<file path="src/design/battery_level_estimator_core_macros.svh">
// assertion macros shared by the battery level estimator rtl
`ifndef BATTERY_LEVEL_ESTIMATOR_CORE_MACROS_SVH
`define BATTERY_LEVEL_ESTIMATOR_CORE_MACROS_SVH

// clocked on aclk, off while aresetn is low
`define BLEST_ASSERT(name, prop, msg) \
    name: assert property (@(posedge aclk) disable iff (!aresetn) prop) else $error(msg);

// clocked on aclk, also checked during reset
`define BLEST_ASSERT_ALWAYS(name, prop, msg) \
    name: assert property (@(posedge aclk) prop) else $error(msg);

`endif

</file>
<file path="src/design/blest_pkg.sv">
// types, constants and curve tables of the battery level estimator
package blest_pkg;

    localparam int RawW    = 16;
    localparam int MvFullW = 15;
    localparam int MvW     = 13;
    localparam int PctW    = 7;
    localparam int DpW     = 4;
    localparam int DeltaW  = 8;
    localparam int ProdW   = 12;
    localparam int SegW    = 4;
    localparam int RecipW  = 17;
    localparam int RecipShift = 22;
    localparam int ScaledW = ProdW + RecipW;
    localparam int IdxW    = 5;
    localparam int LastPoint = 16;
    localparam int PaddrW  = 3;
    localparam int PdataW  = 32;

    localparam logic [MvFullW-1:0] MvMin = 15'd2500;
    localparam logic [MvFullW-1:0] MvMax = 15'd5000;
    localparam logic [PctW:0]      ChargeMax = 8'd100;

    // register index, taken from paddr[2]
    localparam logic RegGaugePresent = 1'b0;

    typedef struct packed {
        logic [15:0] cell_voltage_raw;
        logic        voltage_read_ok;
        logic [7:0]  charge_byte;
        logic        charge_read_ok;
    } blest_in_t;

    typedef struct packed {
        logic        level_valid;
        logic [6:0]  level_percent;
        logic        from_voltage_curve;
    } blest_out_t;

    typedef struct packed {
        logic            ok;
        logic            curve;
        logic [PctW-1:0] chg;
        logic [MvW-1:0]  mv;
    } blest_s1_t;

    typedef struct packed {
        logic              ok;
        logic              curve;
        logic [PctW-1:0]   base;
        logic [DpW-1:0]    dp;
        logic [DeltaW-1:0] delta;
        logic [SegW-1:0]   seg;
    } blest_s2_t;

    typedef struct packed {
        logic             ok;
        logic             curve;
        logic [PctW-1:0]  base;
        logic [SegW-1:0]  seg;
        logic [ProdW-1:0] prod;
    } blest_s3_t;

    function automatic logic [MvW-1:0] curve_mv(input logic [IdxW-1:0] idx);
        logic [MvW-1:0] v;
        case (idx)
            5'd0:    v = 13'd4200;
            5'd1:    v = 13'd4080;
            5'd2:    v = 13'd4000;
            5'd3:    v = 13'd3920;
            5'd4:    v = 13'd3840;
            5'd5:    v = 13'd3760;
            5'd6:    v = 13'd3700;
            5'd7:    v = 13'd3650;
            5'd8:    v = 13'd3600;
            5'd9:    v = 13'd3550;
            5'd10:   v = 13'd3500;
            5'd11:   v = 13'd3450;
            5'd12:   v = 13'd3400;
            5'd13:   v = 13'd3350;
            5'd14:   v = 13'd3300;
            5'd15:   v = 13'd3200;
            5'd16:   v = 13'd3000;
            default: v = 13'd3000;
        endcase
        return v;
    endfunction

    function automatic logic [PctW-1:0] curve_pct(input logic [IdxW-1:0] idx);
        logic [PctW-1:0] p;
        case (idx)
            5'd0:    p = 7'd100;
            5'd1:    p = 7'd90;
            5'd2:    p = 7'd80;
            5'd3:    p = 7'd70;
            5'd4:    p = 7'd60;
            5'd5:    p = 7'd50;
            5'd6:    p = 7'd40;
            5'd7:    p = 7'd30;
            5'd8:    p = 7'd22;
            5'd9:    p = 7'd18;
            5'd10:   p = 7'd14;
            5'd11:   p = 7'd11;
            5'd12:   p = 7'd8;
            5'd13:   p = 7'd6;
            5'd14:   p = 7'd4;
            5'd15:   p = 7'd2;
            5'd16:   p = 7'd1;
            default: p = 7'd1;
        endcase
        return p;
    endfunction

    // ceil(2^22 / segment width in mv), exact quotient for products below 4096
    function automatic logic [RecipW-1:0] seg_recip(input logic [SegW-1:0] seg);
        logic [RecipW-1:0] r;
        case (seg)
            4'd0:    r = 17'd34953;
            4'd1:    r = 17'd52429;
            4'd2:    r = 17'd52429;
            4'd3:    r = 17'd52429;
            4'd4:    r = 17'd52429;
            4'd5:    r = 17'd69906;
            4'd14:   r = 17'd41944;
            4'd15:   r = 17'd20972;
            default: r = 17'd83887;
        endcase
        return r;
    endfunction

endpackage

</file>
<file path="src/design/battery_level_estimator_core.sv">
// battery level estimator top level: apb register and four-stage pipeline
//
// s_valid/s_ready/s_item carry one fuel-gauge reading per item; m_valid/m_ready/m_item
// return one level item for every reading, in order.
// the apb port holds gauge_present at byte address 0; pready is always high and a
// write lands at the access cycle. change it only while the pipeline is empty.
// a reading is registered in stages 1, 2 and 3 and then in the result register before
// it shows on m_valid. throughput: one item per cycle while m_ready is high; every
// stage is a register with its own valid bit.
// stage 1 converts to millivolts and qualifies, stage 2 finds the curve segment,
// stage 3 forms the slope product, stage 4 divides by the segment width through a
// reciprocal multiply and holds the result.
// when m_ready is low the result holds and the stages fill behind it; s_ready falls
// only once every stage is full, and picks up again as soon as m_ready returns.
// reset clears every valid bit and sets gauge_present to 0, so until it is written
// each reading gives an item with level_valid low.
`include "battery_level_estimator_core_macros.svh"

module battery_level_estimator_core (
    input  logic                         aclk,
    input  logic                         aresetn,
    input  logic                         psel,
    input  logic                         penable,
    input  logic                         pwrite,
    input  logic [blest_pkg::PaddrW-1:0] paddr,
    input  logic [blest_pkg::PdataW-1:0] pwdata,
    output logic [blest_pkg::PdataW-1:0] prdata,
    output logic                         pready,
    input  logic                         s_valid,
    output logic                         s_ready,
    input  blest_pkg::blest_in_t         s_item,
    output logic                         m_valid,
    input  logic                         m_ready,
    output blest_pkg::blest_out_t        m_item
);
    import blest_pkg::*;

    logic      gauge_present;
    logic      s1_valid;
    logic      s1_ready;
    blest_s1_t s1_data;
    logic      s2_valid;
    logic      s2_ready;
    blest_s2_t s2_data;

    blest_regs u_regs (
        .aclk          (aclk),
        .aresetn       (aresetn),
        .psel          (psel),
        .penable       (penable),
        .pwrite        (pwrite),
        .paddr         (paddr),
        .pwdata        (pwdata),
        .prdata        (prdata),
        .pready        (pready),
        .gauge_present (gauge_present)
    );

    blest_front u_front (
        .aclk          (aclk),
        .aresetn       (aresetn),
        .gauge_present (gauge_present),
        .in_valid      (s_valid),
        .in_ready      (s_ready),
        .in_item       (s_item),
        .out_valid     (s1_valid),
        .out_ready     (s1_ready),
        .out_data      (s1_data)
    );

    blest_seg u_seg (
        .aclk      (aclk),
        .aresetn   (aresetn),
        .in_valid  (s1_valid),
        .in_ready  (s1_ready),
        .in_data   (s1_data),
        .out_valid (s2_valid),
        .out_ready (s2_ready),
        .out_data  (s2_data)
    );

    blest_interp u_interp (
        .aclk      (aclk),
        .aresetn   (aresetn),
        .in_valid  (s2_valid),
        .in_ready  (s2_ready),
        .in_data   (s2_data),
        .out_valid (m_valid),
        .out_ready (m_ready),
        .out_item  (m_item)
    );

    // an invalid level carries zero percent and no curve flag
    `BLEST_ASSERT(a_invalid_zero, (m_valid && !m_item.level_valid |-> m_item.level_percent == '0 && !m_item.from_voltage_curve), "invalid level item carries nonzero fields")

    // a level from the curve is always between 1 and 100
    `BLEST_ASSERT(a_curve_range, (m_valid && m_item.from_voltage_curve |-> m_item.level_valid && m_item.level_percent >= 7'd1 && m_item.level_percent <= 7'd100), "curve level out of range")

    // the pipeline never holds off readings while the result side can drain
    `BLEST_ASSERT(a_no_bubble_stall, ((m_ready || !m_valid) |-> s_ready), "input stalled with room in the pipeline")

    // the register readback shows nothing above bit 0
    `BLEST_ASSERT_ALWAYS(a_prdata_upper, (prdata[PdataW-1:1] == '0), "register readback has stray bits")

endmodule

</file>
<file path="src/design/blest_regs.sv">
// apb configuration register holding the gauge present flag
module blest_regs (
    input  logic                        aclk,
    input  logic                        aresetn,
    input  logic                        psel,
    input  logic                        penable,
    input  logic                        pwrite,
    input  logic [blest_pkg::PaddrW-1:0] paddr,
    input  logic [blest_pkg::PdataW-1:0] pwdata,
    output logic [blest_pkg::PdataW-1:0] prdata,
    output logic                        pready,
    output logic                        gauge_present
);
    import blest_pkg::*;

    logic gauge_present_reg;
    logic gauge_present_next;
    logic wr_hit;

    assign pready = 1'b1;
    assign wr_hit = psel && penable && pwrite && (paddr[2] == RegGaugePresent);

    always_comb begin
        gauge_present_next = gauge_present_reg;
        if (wr_hit) begin
            gauge_present_next = pwdata[0];
        end
    end

    always_ff @(posedge aclk) begin
        if (!aresetn) begin
            gauge_present_reg <= 1'b0;
        end else begin
            gauge_present_reg <= gauge_present_next;
        end
    end

    always_comb begin
        prdata = '0;
        if (paddr[2] == RegGaugePresent) begin
            prdata[0] = gauge_present_reg;
        end
    end

    assign gauge_present = gauge_present_reg;

endmodule

</file>
<file path="src/design/blest_front.sv">
// first stage: raw word to millivolts, range check and source choice
module blest_front (
    input  logic                 aclk,
    input  logic                 aresetn,
    input  logic                 gauge_present,
    input  logic                 in_valid,
    output logic                 in_ready,
    input  blest_pkg::blest_in_t in_item,
    output logic                 out_valid,
    input  logic                 out_ready,
    output blest_pkg::blest_s1_t out_data
);
    import blest_pkg::*;

    logic                    valid_reg;
    logic                    valid_next;
    blest_s1_t               data_reg;
    blest_s1_t               data_next;
    logic [RawW+2:0]         times5;
    logic [MvFullW-1:0]      mv_full;
    logic                    in_range;
    logic                    ok;
    logic                    use_chg;

    // raw * 3125 / 10000 is exactly raw * 5 / 16
    assign times5  = {1'b0, in_item.cell_voltage_raw, 2'b00}
                   + {3'b000, in_item.cell_voltage_raw};
    assign mv_full = times5[RawW+2:4];
    assign in_range = (mv_full >= MvMin) && (mv_full <= MvMax);
    assign ok       = gauge_present && in_item.voltage_read_ok && in_range;
    assign use_chg  = in_item.charge_read_ok && ({1'b0, in_item.charge_byte} <= {1'b0, ChargeMax});

    always_comb begin
        data_next.ok    = ok;
        data_next.curve = ok && !use_chg;
        data_next.chg   = (ok && use_chg) ? in_item.charge_byte[PctW-1:0] : '0;
        data_next.mv    = mv_full[MvW-1:0];
    end

    assign in_ready   = !valid_reg || out_ready;
    assign valid_next = in_ready ? in_valid : valid_reg;

    always_ff @(posedge aclk) begin
        if (!aresetn) begin
            valid_reg <= 1'b0;
        end else begin
            valid_reg <= valid_next;
        end
    end

    always_ff @(posedge aclk) begin
        if (in_valid && in_ready) begin
            data_reg <= data_next;
        end
    end

    assign out_valid = valid_reg;
    assign out_data  = data_reg;

endmodule

</file>
<file path="src/design/blest_seg.sv">
// second stage: curve segment search, base level and offset into the segment
module blest_seg (
    input  logic                 aclk,
    input  logic                 aresetn,
    input  logic                 in_valid,
    output logic                 in_ready,
    input  blest_pkg::blest_s1_t in_data,
    output logic                 out_valid,
    input  logic                 out_ready,
    output blest_pkg::blest_s2_t out_data
);
    import blest_pkg::*;

    logic            valid_reg;
    logic            valid_next;
    blest_s2_t       data_reg;
    blest_s2_t       data_next;
    logic [IdxW-1:0] k_hit;
    logic [IdxW-1:0] k_prev;
    logic            hit;
    logic            top;
    logic [PctW-1:0] pct_hi;
    logic [PctW-1:0] pct_lo;

    // parallel compares; walking down means the lowest-index point at or below mv wins
    always_comb begin
        k_hit = '0;
        hit   = 1'b0;
        for (int k = LastPoint; k >= 1; k--) begin
            if (in_data.mv >= curve_mv(IdxW'(k))) begin
                k_hit = IdxW'(k);
                hit   = 1'b1;
            end
        end
    end

    assign top    = in_data.mv >= curve_mv('0);
    assign k_prev = k_hit - IdxW'(1);
    assign pct_hi = curve_pct(k_prev);
    assign pct_lo = curve_pct(k_hit);

    always_comb begin
        data_next.ok    = in_data.ok;
        data_next.curve = in_data.curve;
        data_next.base  = in_data.chg;
        data_next.dp    = '0;
        data_next.delta = '0;
        data_next.seg   = '0;
        if (in_data.curve) begin
            if (top) begin
                data_next.base = curve_pct('0);
            end else if (!hit) begin
                data_next.base = curve_pct(IdxW'(LastPoint));
            end else begin
                data_next.base  = pct_lo;
                data_next.dp    = DpW'(pct_hi - pct_lo);
                data_next.delta = DeltaW'(in_data.mv - curve_mv(k_hit));
                data_next.seg   = k_prev[SegW-1:0];
            end
        end
    end

    assign in_ready   = !valid_reg || out_ready;
    assign valid_next = in_ready ? in_valid : valid_reg;

    always_ff @(posedge aclk) begin
        if (!aresetn) begin
            valid_reg <= 1'b0;
        end else begin
            valid_reg <= valid_next;
        end
    end

    always_ff @(posedge aclk) begin
        if (in_valid && in_ready) begin
            data_reg <= data_next;
        end
    end

    assign out_valid = valid_reg;
    assign out_data  = data_reg;

endmodule

</file>
<file path="src/design/blest_interp.sv">
// third and fourth stages: slope product, reciprocal divide and result register
module blest_interp (
    input  logic                  aclk,
    input  logic                  aresetn,
    input  logic                  in_valid,
    output logic                  in_ready,
    input  blest_pkg::blest_s2_t  in_data,
    output logic                  out_valid,
    input  logic                  out_ready,
    output blest_pkg::blest_out_t out_item
);
    import blest_pkg::*;

    logic             s3_valid_reg;
    logic             s3_valid_next;
    blest_s3_t        s3_reg;
    blest_s3_t        s3_next;
    logic             s3_ready;
    logic             out_valid_reg;
    logic             out_valid_next;
    blest_out_t       out_reg;
    blest_out_t       out_next;
    logic [ScaledW-1:0] scaled;
    logic [PctW-1:0]  quot;

    always_comb begin
        s3_next.ok    = in_data.ok;
        s3_next.curve = in_data.curve;
        s3_next.base  = in_data.base;
        s3_next.seg   = in_data.seg;
        s3_next.prod  = ProdW'({{(ProdW-DpW){1'b0}}, in_data.dp}
                             * {{(ProdW-DeltaW){1'b0}}, in_data.delta});
    end

    // division by the segment width as multiply by its reciprocal
    assign scaled = ScaledW'(s3_reg.prod) * ScaledW'(seg_recip(s3_reg.seg));
    assign quot   = scaled[RecipShift +: PctW];

    always_comb begin
        out_next.level_valid        = s3_reg.ok;
        out_next.level_percent      = s3_reg.base + quot;
        out_next.from_voltage_curve = s3_reg.curve;
    end

    assign s3_ready       = !out_valid_reg || out_ready;
    assign in_ready       = !s3_valid_reg || s3_ready;
    assign s3_valid_next  = in_ready ? in_valid : s3_valid_reg;
    assign out_valid_next = s3_ready ? s3_valid_reg : out_valid_reg;

    always_ff @(posedge aclk) begin
        if (!aresetn) begin
            s3_valid_reg  <= 1'b0;
            out_valid_reg <= 1'b0;
        end else begin
            s3_valid_reg  <= s3_valid_next;
            out_valid_reg <= out_valid_next;
        end
    end

    always_ff @(posedge aclk) begin
        if (in_valid && in_ready) begin
            s3_reg <= s3_next;
        end
        if (s3_valid_reg && s3_ready) begin
            out_reg <= out_next;
        end
    end

    assign out_valid = out_valid_reg;
    assign out_item  = out_reg;

endmodule

</file>
<file path="config.mk">
export PLATFORM = sky130hd
export DESIGN_NAME = battery_level_estimator_core
export DESIGN_NICKNAME = d
export VERILOG_FILES = /design/src/design/blest_pkg.sv /design/src/design/battery_level_estimator_core.sv /design/src/design/blest_regs.sv /design/src/design/blest_front.sv /design/src/design/blest_seg.sv /design/src/design/blest_interp.sv
export VERILOG_INCLUDE_DIRS = /design/src /design/src/design
export SDC_FILE = /design/constraint.sdc
export NUM_CORES = 1
export LEC_CHECK = 0
export BUFFER_PORTS_ARGS = -buffer_cell sky130_fd_sc_hd__buf_2
export CORE_ASPECT_RATIO = 1.5
export CORE_MARGIN = 2
export CORE_UTILIZATION = 55
export DETAILED_ROUTE_END_ITERATION = 6
export GPL_ROUTABILITY_DRIVEN = 0
export PLACE_DENSITY = 0.75
export SYNTH_ARGS = -nofsm -noshare
export SYNTH_HDL_FRONTEND = slang
export SYNTH_SLANG_ARGS = --single-unit
</file>
<file path="constraint.sdc">
create_clock -name aclk -period 8.4 [get_ports aclk]
set_input_delay 1.68 -clock aclk [delete_from_list [all_inputs] [get_ports aclk]]
set_output_delay 1.68 -clock aclk [all_outputs]
set_load 0.03 [all_outputs]
</file>
==> reports/results.ini <==
[cells_and_area]
num-nets-final=1691
register_area_um2=2813
final_common_cell=sky130_fd_sc_hd__inv_1
area_growth_syn_to_layout_pct=4.113
multiInputGateArea_um2=8509
antenna-diode-count=0
num-fill-cells=1952
most-common-layout-cells=239 x sky130_fd_sc_hd__inv_1, 181 x sky130_fd_sc_hd__nand2_1, 164 x sky130_fd_sc_hd__fa_1
drive_above_1_share=0.07021

[critical_path]
crit_arrival_ns=7.37
critPathTopFamily=adder cells
reg2reg_depth=26
timing.reg2reg.setup_slack_ns=1.12
worstSetupStartpointType=flip-flop
critical-path-slowest-cell=sky130_fd_sc_hd__dfxtp_1
cp-end-kind=flip-flop
critical_path.max_stage_delay_ns=0.69
total_buffers_and_inverters_traversed_by_the_critical_path=4
critical_path_peak_fanout=12
timing.rr.end=u_interp.out_item[7]
required_ns=8.49
cpMostUsedCell=sky130_fd_sc_hd__fa_1
critPathKind=flip-flop to flip-flop

[min_path]
worstHoldStart=u_seg.out_data[16]
hold_depth=0
min_to=u_interp.s3_reg[16]
min_path_type=flip-flop to flip-flop

[grt]
track_usage=0.2287
antenna_found_initial=0
largest_net_degree_at_the_start_of_global_routing=28
grt-ovfl-total=0
vias_in_the_first_global_route=9509
grt_pass1_wl_um=43970

[cts]
number_of_sinks_on_the_clock_net=100
cts.path.max_buffers=2
tritoncts.num_buffers=9
postCtsResizedCells=0
tritoncts=done
clk_pin_slew_ns=0.07
clock_tree.htree_level_count=3
cts_hold_buffers=0
clk-insertion-delay-late_ns=0.35
cts.repair_timing.setup_buffer_count=0
cts.root.buffer_cell=sky130_fd_sc_hd__clkbuf_16

[route]
wl_met1_um=9084
antenna_left=0
topRoutingLayerUsed=met4
drcViolationCount=0
length_of_routed_met3_wiring_um=797
met2_wirelength_um=14600
drt_wl_total_um=26140
route.vias.total=8932
detail_route.wl_per_cell_um=16.05
post_drt_via_cell_ratio=5.483
detail_route.first_pass.iterations=5
first_iter_violations=529

[sta]
fin_crit_ns=7.280
slew_headroom=0.2153
hold_viol_final=0
setup_violations=0
final_max_slew_viol_count=0
finalSetupTns_ns=0
worst_max_slew_pin_slew_ns=1.172
grt_setup_unrepaired=no
min_setup_slack_post_route_ns=1.120
finalCritPeriodShare=0.8667
max_freq_ghz=0.1374
clock_skew_ns=0.01157

[floorplanning]
floorplan.initialDensity=0.5626
fp.dieW_um=127.6
die_height_um=189.3
io_pins=112
placeableCoreArea_um2=22380
floorplan.die_area_um2=24150
row_count=67

[synth]
area_of_the_mapped_netlist_um2=12590
ys.warnings.count=0
ys_seq_area_frac=0.2233
yosys_most_used_dff=sky130_fd_sc_hd__edfxtp_1
synthesis.area_per_instance_um2=9.433
ys_seq_elements=100
ys_async_sr_fraction=0
synth_cell_type_count=84
post_synthesis_instance_total=1335
number_of_enable_flip_flop_cells_after_synthesis=81

[placed_design]
detailed_place_hpwl_um=21850
io_buffer_count=46
place_worst_setup_slack_ns=1.063

[pwr]
comb_power_share=0.678
internal_power_mw=1.791
fin_total_pwr_mw=3.366
total_leakage_power_nw=6.346
vdd.ir_drop.worst_mv=0.1978
p_clk_frac=0.118
net-switching-power_mw=1.575
seqPwrFrac=0.204
switching_share=0.4679
power_per_cell_area_nw_per_um2=256.7

[job]
max-cap-violations=0

[outcome]
outcome=finished, final reports clean

-- routing by layer --
metal | GRT usage | up-vias
li1 | - | 4251
met1 | 0.2310 | 4337
met2 | 0.4436 | 246
met3 | 0.02006 | 98
met4 | 0.1399 | 0
met5 | 0 | -
-- cells by family after synthesis --
group	share of synthesized area
adder cells (fa/ha/maj)	0.3710
multiplexers	0.003974
XOR/XNOR	0.03130
flip-flops	0.2233
AO/OA/AOI/OAI	0.1056
buffers and inverters	0.1101
other	0.0005963
AND/OR/NAND/NOR	0.1541
-- cell usage after synthesis (4+ instances only) --
master / instances / area (um2)
sky130_fd_sc_hd__a21oi_1: 50 / 250.2
sky130_fd_sc_hd__and3_1: 6 / 37.54
sky130_fd_sc_hd__nand3_1: 12 / 60.06
sky130_fd_sc_hd__buf_2: 5 / 25.02
sky130_fd_sc_hd__o22ai_1: 4 / 25.02
sky130_fd_sc_hd__nor2b_1: 10 / 62.56
sky130_fd_sc_hd__nand2_1: 181 / 679.4
sky130_fd_sc_hd__mux2i_1: 5 / 50.05
sky130_fd_sc_hd__or2_2: 5 / 31.28
sky130_fd_sc_hd__a211oi_1: 6 / 45.04
sky130_fd_sc_hd__nand2b_1: 6 / 37.54
sky130_fd_sc_hd__inv_1: 239 / 897.1
sky130_fd_sc_hd__o21bai_1: 10 / 75.07
sky130_fd_sc_hd__clkbuf_1: 29 / 108.9
sky130_fd_sc_hd__nor2_1: 66 / 247.7
sky130_fd_sc_hd__fa_1: 164 / 3283
sky130_fd_sc_hd__nor3_1: 16 / 80.08
sky130_fd_sc_hd__xor2_1: 17 / 148.9
sky130_fd_sc_hd__and2_1: 72 / 450.4
sky130_fd_sc_hd__dfxtp_1: 19 / 380.4
sky130_fd_sc_hd__a21o_1: 16 / 120.1
sky130_fd_sc_hd__xnor2_1: 28 / 245.2
sky130_fd_sc_hd__a31oi_1: 12 / 75.07
sky130_fd_sc_hd__edfxtp_1: 81 / 2432
sky130_fd_sc_hd__ha_1: 111 / 1389
sky130_fd_sc_hd__nand4_1: 9 / 56.30
sky130_fd_sc_hd__buf_4: 34 / 255.2
sky130_fd_sc_hd__o21ai_0: 21 / 105.1
sky130_fd_sc_hd__o21a_1: 11 / 82.58
sky130_fd_sc_hd__o211ai_1: 7 / 52.55
-- power by group through the flow --
stage,Clock [mW],Sequential [mW],Combinational (mW)
3_5_place_dp,0,0.697,2.29
2_1_floorplan,0,0.664,1.71
4_1_cts,0.404,0.686,2.31
6_report,0.397,0.688,2.28
3_3_place_gp,0,0.696,2.19
5_1_grt,0.423,0.695,2.62
-- through the flow --
step / hold WS, ns / instance area (um2) / utilization / cells
after floorplan: 0.4003 / 12710 / - / 1365
after global placement: 0.4029 / 12820 / 0.5730 / 1613
after detailed placement: 0.4045 / 12820 / 0.5730 / 1613
after CTS: 0.4169 / 13110 / 0.5858 / 1629
after global routing: 0.4341 / 13110 / 0.5858 / 1629
final: 0.4162 / 13110 / 0.5858 / 1629
-- cell type report --
| type | count | share of cell area |
|---|---|---|
| tap | 276 | 0.02634 |
| clock buffer | 10 | 0.01746 |
| timing repair buffer | 49 | 0.01928 |
| clock inverter | 6 | 0.004390 |
| sequential | 100 | 0.2145 |
| inverter | 241 | 0.06900 |
| multi-input combinational | 947 | 0.6490 |
-- worst max path at each step --
stage                        start              endpoint  slack [ns]  depth (start not counted)
5_1_grt        u_interp.s3_reg[11]  u_interp.out_item[7]        0.73                         27
3_5_place_dp   u_interp.s3_reg[11]  u_interp.out_item[7]        1.06                         27
4_1_cts                  flip-flop  u_interp.out_item[7]        1.06                         26
3_3_place_gp   u_interp.s3_reg[11]  u_interp.out_item[7]        1.20                         27
2_1_floorplan  u_interp.s3_reg[11]  u_interp.out_item[7]        1.97                         25
6_report                 flip-flop  u_interp.out_item[7]        1.12                         26
Power figures use the tool's default switching activity.
